File: src/hdl/ism_pkg.sv
// Shared beat types and field widths for the interval schedule selector.
`timescale 1ns / 1ps

package ism_pkg;

    localparam int FIELD_TIME_W = 16;
    localparam int INDEX_W      = 6;

    typedef struct packed {
        logic [FIELD_TIME_W-1:0] start_time;
        logic [FIELD_TIME_W-1:0] end_time;
        logic                    last;
    } t_in_item;

    typedef struct packed {
        logic [INDEX_W-1:0] meeting_index;
        logic               is_last;
        logic               overflowed;
    } t_out_item;

endpackage

File: src/hdl/interval_schedule_selector.sv
// Top level: sorted interval store, insertion walk and greedy selection walk.
`timescale 1ns / 1ps

// Intervals arrive one beat each while busy is low; each is placed into an
// end-time-ordered memory by walking down from the tail one entry per cycle,
// shifting each stored interval with a later end (at most MAX_MEETINGS - 1)
// up by one entry. A beat that finds the memory full is dropped and sets the
// overflowed flag. The beat flagged last then starts a selection walk that
// reads the ordered memory once per cycle and holds busy until the final
// result is registered. Results leave on o_strobe for one cycle each,
// registered from the walk, and cannot be stalled; the final result is on
// the ports in the first cycle with busy low.

module interval_schedule_selector
    import ism_pkg::*;
#(
    parameter int MAX_MEETINGS = 32,
    parameter int TIME_BITS    = 16
) (
    input  logic      i_clk,
    input  logic      i_rst_n,
    input  logic      start,
    output logic      busy,
    input  t_in_item  i_item,
    output logic      o_strobe,
    output t_out_item o_result
);

    localparam int SW = (MAX_MEETINGS > 1) ? $clog2(MAX_MEETINGS) : 1;
    localparam int CW = $clog2(MAX_MEETINGS + 1);
    localparam int TB = TIME_BITS;
    localparam int DW = SW + 2 * TB;

    typedef struct packed {
        logic [SW-1:0] slot;
        logic [TB-1:0] t_start;
        logic [TB-1:0] t_end;
    } t_entry;

    typedef enum logic [2:0] {
        ST_IDLE,
        ST_INS,
        ST_LOAD,
        ST_SEL,
        ST_FIN
    } t_state;

    t_state        r_state, n_state;
    logic [CW-1:0] r_count, n_count;
    logic          r_ovf, n_ovf;
    logic          r_fin, n_fin;
    t_entry        r_new, n_new;
    logic [SW-1:0] r_pos, n_pos;
    logic [SW-1:0] r_idx, n_idx;
    logic [TB-1:0] r_limit, n_limit;
    logic [SW-1:0] r_pend, n_pend;
    logic          r_have, n_have;
    logic          r_strobe, n_strobe;
    t_out_item     r_out, n_out;

    logic          we;
    logic [SW-1:0] waddr;
    t_entry        wdata;
    logic [SW-1:0] raddr;
    logic [DW-1:0] rdata_raw;
    t_entry        rd;
    logic [CW-1:0] count_m1;
    logic          pick;

    assign rd       = t_entry'(rdata_raw);
    assign count_m1 = r_count - CW'(1);
    assign pick     = (r_idx == '0) || (rd.t_start > r_limit);

    ism_store #(
        .DEPTH (MAX_MEETINGS),
        .AW    (SW),
        .DW    (DW)
    ) u_store (
        .i_clk   (i_clk),
        .i_we    (we),
        .i_waddr (waddr),
        .i_wdata (DW'(wdata)),
        .i_raddr (raddr),
        .o_rdata (rdata_raw)
    );

    always_comb begin
        n_state  = r_state;
        n_count  = r_count;
        n_ovf    = r_ovf;
        n_fin    = r_fin;
        n_new    = r_new;
        n_pos    = r_pos;
        n_idx    = r_idx;
        n_limit  = r_limit;
        n_pend   = r_pend;
        n_have   = r_have;
        n_strobe = 1'b0;
        n_out    = r_out;
        we       = 1'b0;
        waddr    = r_pos;
        wdata    = r_new;
        raddr    = count_m1[SW-1:0];
        case (r_state)
            ST_IDLE: begin
                if (start) begin
                    n_fin = i_item.last;
                    if (r_count < CW'(MAX_MEETINGS)) begin
                        n_new.slot    = r_count[SW-1:0];
                        n_new.t_start = TB'(i_item.start_time);
                        n_new.t_end   = TB'(i_item.end_time);
                        n_pos         = r_count[SW-1:0];
                        n_state       = ST_INS;
                    end else begin
                        n_ovf = 1'b1;
                        if (i_item.last) begin
                            n_state = ST_LOAD;
                        end
                    end
                end
            end
            ST_INS: begin
                raddr = r_pos - SW'(2);
                we    = 1'b1;
                if ((r_pos != '0) && (rd.t_end > r_new.t_end)) begin
                    wdata = rd;
                    n_pos = r_pos - SW'(1);
                end else begin
                    wdata   = r_new;
                    n_count = r_count + CW'(1);
                    n_state = r_fin ? ST_LOAD : ST_IDLE;
                end
            end
            ST_LOAD: begin
                raddr   = '0;
                n_idx   = '0;
                n_have  = 1'b0;
                n_state = ST_SEL;
            end
            ST_SEL: begin
                raddr = r_idx + SW'(1);
                if (pick) begin
                    n_limit = rd.t_end;
                    n_pend  = rd.slot;
                    n_have  = 1'b1;
                    if (r_have) begin
                        n_strobe            = 1'b1;
                        n_out.meeting_index = INDEX_W'(int'(r_pend) + 1);
                        n_out.is_last       = 1'b0;
                        n_out.overflowed    = r_ovf;
                    end
                end
                n_idx = r_idx + SW'(1);
                if (r_idx == count_m1[SW-1:0]) begin
                    n_state = ST_FIN;
                end
            end
            ST_FIN: begin
                n_strobe            = 1'b1;
                n_out.meeting_index = INDEX_W'(int'(r_pend) + 1);
                n_out.is_last       = 1'b1;
                n_out.overflowed    = r_ovf;
                n_count             = '0;
                n_ovf               = 1'b0;
                n_have              = 1'b0;
                n_state             = ST_IDLE;
            end
            default: begin
                n_state = ST_IDLE;
            end
        endcase
    end

    always_ff @(posedge i_clk) begin
        if (!i_rst_n) begin
            r_state  <= ST_IDLE;
            r_count  <= '0;
            r_ovf    <= 1'b0;
            r_fin    <= 1'b0;
            r_limit  <= '0;
            r_have   <= 1'b0;
            r_strobe <= 1'b0;
        end else begin
            r_state  <= n_state;
            r_count  <= n_count;
            r_ovf    <= n_ovf;
            r_fin    <= n_fin;
            r_limit  <= n_limit;
            r_have   <= n_have;
            r_strobe <= n_strobe;
        end
        r_new  <= n_new;
        r_pos  <= n_pos;
        r_idx  <= n_idx;
        r_pend <= n_pend;
        r_out  <= n_out;
    end

    assign busy     = (r_state != ST_IDLE);
    assign o_strobe = r_strobe;
    assign o_result = r_out;

endmodule

File: src/hdl/ism_store.sv
// Single-port-write, single-port-read entry memory with registered read data.
`timescale 1ns / 1ps

module ism_store #(
    parameter int DEPTH = 32,
    parameter int AW    = 5,
    parameter int DW    = 37
) (
    input  logic          i_clk,
    input  logic          i_we,
    input  logic [AW-1:0] i_waddr,
    input  logic [DW-1:0] i_wdata,
    input  logic [AW-1:0] i_raddr,
    output logic [DW-1:0] o_rdata
);

    logic [DW-1:0] r_mem [DEPTH];
    logic [DW-1:0] r_rdata;

    always_ff @(posedge i_clk) begin
        if (i_we) begin
            r_mem[i_waddr] <= i_wdata;
        end
        r_rdata <= r_mem[i_raddr];
    end

    assign o_rdata = r_rdata;

endmodule

File: config.mk
export PLATFORM = sky130hd
export DESIGN_NAME = interval_schedule_selector
export DESIGN_NICKNAME = d
export VERILOG_FILES = /design/src/hdl/ism_pkg.sv /design/src/hdl/interval_schedule_selector.sv /design/src/hdl/ism_store.sv
export SDC_FILE = /design/constraint.sdc
export NUM_CORES = 2
export LEC_CHECK = 0
export BUFFER_PORTS_ARGS = -buffer_cell sky130_fd_sc_hd__buf_2
export CAP_MARGIN = 10
export CORE_MARGIN = 4
export CORE_UTILIZATION = 60
export CTS_CLUSTER_SIZE = 16
export DETAILED_ROUTE_END_ITERATION = 16
export PLACE_DENSITY = 0.85
export SYNTH_ARGS = -nofsm -noshare
export SYNTH_HDL_FRONTEND = slang
export SYNTH_SLANG_ARGS = --single-unit
export TNS_END_PERCENT = 100
File: constraint.sdc
create_clock -name i_clk -period 7.4 [get_ports i_clk]
set_clock_uncertainty 0.1 [all_clocks]
set_input_delay 0.74 -clock i_clk [delete_from_list [all_inputs] [get_ports i_clk]]
set_output_delay 0.74 -clock i_clk [all_outputs]
set_load 0.005 [all_outputs]
# Yosys cells after proc, flatten, opt, wreduce, memory -nomap -nowiden
# Memory sizes are Yosys's and may differ from the RTL's. A register that Yosys moved wholly into a read port is not among the register bits.
# Cells that the tools add are included.
# W data, S select, Z words.
[totals]
ff_bits = 89
latchBits = 0
ramBits = 1184
romBits = 0
in_bits = 36
n_memories = 1
[memory_table]
columns = ["name", "depth", "word_bits", "read_ports", "rd_ports_with_merged_regs", "write_ports", "line_no", "text"]
rows = [
  ["u_store.r_mem", 32, 37, 1, 1, 1, "ism_store.sv:17", "logic [DW-1:0] r_mem [DEPTH];"],
]
[op_classes]
addsub = 6
mul = 0
n_div = 0
magnitude_cmp = 3
n_eq_ne = 14
n_shift = 0
mux = 31
n_bitwise = 0
reduce_logical = 22
[ops]
columns = ["cell", "n"]
rows = [
  ["$mux W37", 2],
  ["$gt A16 B16 Y1", 2],
  ["$pmux W5 S2", 2],
  ["$mux W8", 2],
  ["$ne A2 B2 Y1 const B", 8],
  ["$pmux W8 S2", 1],
  ["$mux W3", 5],
  ["$mux W5", 3],
  ["$pmux W5 S3", 1],
  ["$pmux W3 S4", 1],
  ["$pmux W6 S2", 1],
  ["$reduce_bool A2 Y1", 6],
  ["$sub A5 B1 Y5 const B", 2],
  ["$reduce_and A3 Y1", 3],
  ["$mux W1", 8],
  ["$reduce_and A2 Y1", 4],
  ["$reduce_and A4 Y1", 2],
  ["$add A5 B1 Y6 const B", 1],
  ["$add A6 B1 Y6 const B", 1],
  ["$eq A3 B2 Y1 const B", 2],
  ["$lt A6 B6 Y1 const B", 1],
  ["$mux W6", 1],
  ["$pmux W1 S2", 3],
  ["$add A5 B1 Y5 const B", 1],
  ["13 further kinds", 13],
]

# Logic depth before layout (Yosys ltp)
[depth]
word_depth = 4
ltp_mapped = 12

# Cells and area by module
# A second synthesis with hierarchy kept.
[unflattened]
cells_unflattened = 3074
hier_area_um2 = 51856.0
[by_module_without_submodules]
columns = ["mod", "instances", "cells_per_inst", "area_per_inst_um2", "seq_area_each_um2"]
rows = [
  ["ism_store", 1, 2605, 46847.4, 36294.8],
  ["interval_schedule_selector", 1, 469, 5008.6, 2382.3],
]

# Worst setup path before layout
# No wires, ideal clock.
[synth_path]
path_type = "reg-to-reg"
from = "register r_pos[1]"
to = "memory u_store.r_mem[0][1] (data pin)"
setup_time_ps = 454
t_arrival_ps = 3459
path_slack_ps = 3386
path_stages_with_launch = 11
n_path_buf = 2
synth_period_minus_slack_ps = 4014
cell_sequence = "edfxtp_1 > inv_1 > ha_1 > or4b_2 > o41ai_1 > nor3_1 > o31ai_1 > a21boi_0 > clkbuf_1 > clkbuf_1 > o21ai_0"
[synth_between]
elab_chain_len = 4
[synth_lines]
columns = ["element", "line_no", "text"]
rows = [
  ["start: declaration", "interval_schedule_selector.sv:53", "logic [SW-1:0] r_pos, n_pos;"],
  ["start signal: assignment", "interval_schedule_selector.sv:193", "r_pos <= n_pos;"],
  ["$reduce_bool A5 Y1", "interval_schedule_selector.sv:125", "if ((r_pos != '0) && (rd.t_end > r_new.t_end)) begin"],
  ["$logic_and A1 B1 Y1", "interval_schedule_selector.sv:125", ""],
  ["$mux W37", "interval_schedule_selector.sv:125", ""],
  ["$mux W37", "interval_schedule_selector.sv:104", "case (r_state)"],
  ["net u_store.i_wdata[1]", "ism_store.sv:12", "input logic [DW-1:0] i_wdata,"],
  ["end: declaration", "ism_store.sv:17", ""],
]
# The timed path passes the listed nets, and every way through them passes these cells.

# Final worst setup path
[layout_path]
from = "register r_idx[0]"
to = "register u_store.r_rdata[18], in the netlist u_store.o_rdata[18] (read register of u_store.r_mem)"
[layout_between]
elab_chain_len = 2
[layout_lines]
columns = ["element", "line_no", "text"]
rows = [
  ["start: declaration", "interval_schedule_selector.sv:54", "logic [SW-1:0] r_idx, n_idx;"],
  ["start signal: assignment", "interval_schedule_selector.sv:194", "r_idx <= n_idx;"],
  ["$add A5 B1 Y5", "interval_schedule_selector.sv:141", "raddr = r_idx + SW'(1);"],
  ["$pmux W5 S3", "interval_schedule_selector.sv:104", ""],
  ["end: declaration", "ism_store.sv:18", "logic [DW-1:0] r_rdata;"],
]
# Every way passes these cells.
# A chain may end at the register's enable or synchronous reset.

==> results.txt <==
The flow ran to the end, and the final reports show no timing, DRC or antenna violations. The first global-routing pass estimated 190 mm of wire. The async set-reset flop share out of synthesis works out to 0.

The tools report the count of standard-cell rows as 107. TritonCTS built the clock tree. In this design, the largest share of critical-path delay is due to simple AND/OR/NAND/NOR gates. After layout, the design draws a total of 0.0197 W. The transition time of the tightest slew-check pin is 1.22 ns. The proportion of power drawn by the clock network is 0.328, and the peak ir drop on the vdd network is 0.000281 V. The gate count after technology mapping is 2847, and the die outline area is 90400 um2. Width of the die: 301 um. The overall routing resource usage came out at 0.290. The part of the total power dissipated in combinational logic is 0.215. From synthesis to final layout, the design area changed by 11.5%. The tools report the number of gates given a new drive strength after cts as 0. Detailed placement ended at an HPWL of 65.9 mm. The part of the cycle the worst path needs works out to 0.629.

The setup TNS after final layout is 0 ns, and the warning count from the yosys run is 0. The total of flip-flops plus latches after synthesis is 1310. In this design, the stage delay of the slowest critical-path cell is 0.89 ns. By area the synthesized netlist is led by sky130_fd_sc_hd__edfxtp_1, sky130_fd_sc_hd__mux2_2, sky130_fd_sc_hd__mux2i_1, sky130_fd_sc_hd__dfxtp_1, sky130_fd_sc_hd__o22ai_1. The run gives 2927 as the net count of the mapped netlist. Cell type contributing the most total cell area after synthesis: sky130_fd_sc_hd__edfxtp_1. The worst setup path is launched from a flop. Input and output buffers added on the ports amount to 45. Counting both buffers and inverters, the worst setup path holds a total of 2. In this run, CTS created clock tree buffers numbering 117. Via count of the first global-routing pass: 28500. The die is 301 um tall. During I/O placement, the number of pins put on the boundary was 46.

The hold path depth works out to 1. The congestion estimate from routability-driven global placement came to 0.906. The power density over cell area came out at 344 nW/um2. In the routed layout, each cell is associated on average with a via count of 6.93. The total count of hold-check failures in the final report is 0. The buffer levels on the longest clock path is 3. Predominant post-synthesis flop cell: sky130_fd_sc_hd__edfxtp_1. The cell area that synthesis handed to floorplanning was 51400 um2. STA puts the critical path data arrival time at 5.09 ns. Summed over all cells, the static leakage comes to 19.7 nW.

In this run the number of H-tree levels came out at 3. The initial detailed-routing violation count came out at 4894. For this run, the top clock speed supported by timing is 215 MHz.

The share of the synthesized area in the top cell type is 0.727, and the ratio of cells with drive above 1 in the final layout is 0.228. Yosys mapped the design onto 54 distinct sky130hd cell types. The critical path crosses 10 cells after its start point. The maximum fanout count along the critical path is 55. For this design, the slowest cell found on the critical path is sky130_fd_sc_hd__nor2_4.

The number of enable-type register cells in the synthesized netlist came out at 1244. The signal on the critical path passes through ha_1, xor2_1, a311oi_1, or2_2, nor2_4, buf_4, buf_4, a221oi_1, o22ai_1, a221oi_2. The worst setup path is of the flop to flop kind. Among the stages of the critical path, the cell type that occurs most often is sky130_fd_sc_hd__buf_4.

The wire length reported by the detailed router was 133 mm; the switching portion of total power was 0.282. The post-place instance area came out at 53100 um2. Entering global routing, the biggest net connects 161 pins.

The clock period minus final worst setup slack works out to 4.66 ns. The later-pin clock latency in the skew report is 0.71 ns, and the switching power is 0.00557 W. At the end of the flow, the number of nets in the layout was 2997. In this run the remaining antenna-violating nets after routing total 0. The initial antenna violation count is 4.

The kind of path behind the tightest hold check was primary input to flop. Setup repair after global routing left no endpoint under its margin. The clock transition at the registers of the reported paths came out at 0.06 ns. Across all hold checks on the routed design, the worst slack comes to 0.101 ns. At the worst endpoint, the required time is 7.83 ns. The sequential share of the synthesized area was 0.752; the relative slew slack was 0.188. The share of total power in sequential cells came out at 0.456.

Summed over all layers, the global routing overflow is 0. The cell area after layout was 57400 um2. The floorplan step defined a core boundary enclosing 85100 um2. The max-capacitance violation count came out at 0.

The clock drives 1310 sinks. After synthesis, the mean cell area works out to 18.1 um2. The root buffer selected by CTS is sky130_fd_sc_hd__clkbuf_16. The internal power is 0.0142 W, and the total number of vias is 28900. The run gives 6 as the first-pass detailed-route iteration total.

The number of hold buffers added after CTS was 0. STA classifies the critical path endpoint as a flop. Once the clock tree was built, the setup fixing pass inserted 0 buffers.

The residual DRC count is 0, and the wire length per cell is 32.0 um. The worst register-to-register path has a depth of 10. The final setup violation count was 0; the starting density of the core was 0.604.

The number of max-slew violations in the final report is 0.
==> stage by stage <==
stage | worst slack, ns | cells | utilization
floorplan | 3.39 | 2847 | -
global placement | 3.08 | 3940 | 0.624
detailed placement | 2.97 | 3940 | 0.624
CTS | 2.92 | 4163 | 0.673
global route | 2.69 | 4165 | 0.674
finish | 2.74 | 4166 | 0.674
==> cells in the final DEF, fill, tap and decap left out, drive strengths merged, types with 3 or more instances in the layout <==
cell      netlist  final
o21ai          24     24
a221o          75     75
mux2i         312    312
dfxtp          66     66
or3             3      3
o22ai         185    185
bufinv          0     20
inv            47     52
buf            86    115
xor2            8      8
o32ai           3      3
edfxtp       1244   1244
clkbuf         78    150
a221oi        112    112
a21oi          18     18
clkinvlp        0      7
ha             44     44
nand2b          3      3
nand2          69     69
nand4          10     10
or2             3      3
a21o           11     11
nor2           57     57
xnor2          13     13
nand3          12     12
nor2b           9      9
mux2          318    318
clkinv          0     41
nor3            8      8
==> worst register-to-register path, stage by stage (launching register included) <==
cell and delay (ns):
sky130_fd_sc_hd__edfxtp_1 0.50, sky130_fd_sc_hd__ha_1 0.28, sky130_fd_sc_hd__xor2_1 0.21, sky130_fd_sc_hd__a311oi_1 0.26, sky130_fd_sc_hd__or2_2 0.43, sky130_fd_sc_hd__nor2_4 0.89, sky130_fd_sc_hd__buf_4 0.83, sky130_fd_sc_hd__buf_4 0.48
sky130_fd_sc_hd__a221oi_1 0.15, sky130_fd_sc_hd__o22ai_1 0.27, sky130_fd_sc_hd__a221oi_2 0.07
==> worst paths after layout <==
check	from	to	slack (ns)
setup reg to reg	r_idx[0]$_SDFFCE_PN0N_	u_store.o_rdata[18]$_DFF_P_	2.74
hold reg to reg	r_limit[9]$_SDFFE_PN0P_	r_limit[9]$_SDFFE_PN0P_	0.36
setup / recovery	r_idx[0]$_SDFFCE_PN0N_	u_store.o_rdata[18]$_DFF_P_	2.74
hold / removal	i_item[22]	r_new[21]$_DFFE_PP_	0.10
==> flip-flops by register name, summed over array words and instances (netlist names), 6 cells and up <==
signal / cells
o_result: 8
r_count: 6
r_limit: 16
r_new: 37
u_store.o_rdata: 37
u_store.r_mem: 1184
==> logic make-up after synthesis <==
| group | share of synthesized area |
|---|---|
| buf+inv | 0.0198 |
| xor+xnor | 0.00358 |
| simple gates | 0.0157 |
| fa+ha+maj | 0.0107 |
| mux | 0.130 |
| flops | 0.752 |
| compound gates | 0.0676 |
==> synth_stat cells, drive strengths merged (9+ instances only) <==
cell / n
a21o: 11
dfxtp: 66
o22ai: 185
clkbuf: 78
ha: 44
nand4: 10
o21ai: 24
a221oi: 112
nand3: 12
a221o: 75
mux2i: 312
buf: 86
mux2: 318
nor2b: 9
inv: 47
a21oi: 18
edfxtp: 1244
nand2: 69
nor2: 57
xnor2: 13
==> per-layer routing <==
metal | up-vias | global-route usage | part of all wire
li1 | 11700 | - | -
met3 | 456 | 0.0704 | 0.14
met1 | 14400 | 0.397 | 0.36
met5 | - | 0 | 0.00032
met2 | 2318 | 0.444 | 0.45
met4 | 2 | 0.137 | 0.052
==> power by group through the flow <==
stage	clock [W]	combinational [W]	sequential [W]
2_1_floorplan	0	0.00301	0.00903
5_1_grt	0.00683	0.00445	0.00901
3_5_place_dp	0	0.00407	0.00915
6_report	0.00648	0.00425	0.00901
4_1_cts	0.00649	0.00415	0.00900
3_3_place_gp	0	0.00389	0.00914
==> layout make-up <==
cell class / count / area (um2)
flip-flops and latches: 1310 / 38700
fillers: 5043 / 27800
multi-input cells: 1326 / 12100
clock buffers: 150 / 3230
well taps: 1144 / 1430
clock inverters: 73 / 942
repair buffers: 115 / 821
inverters: 47 / 176
diodes: 1 / 2.50
Power figures use the tool's default switching activity.
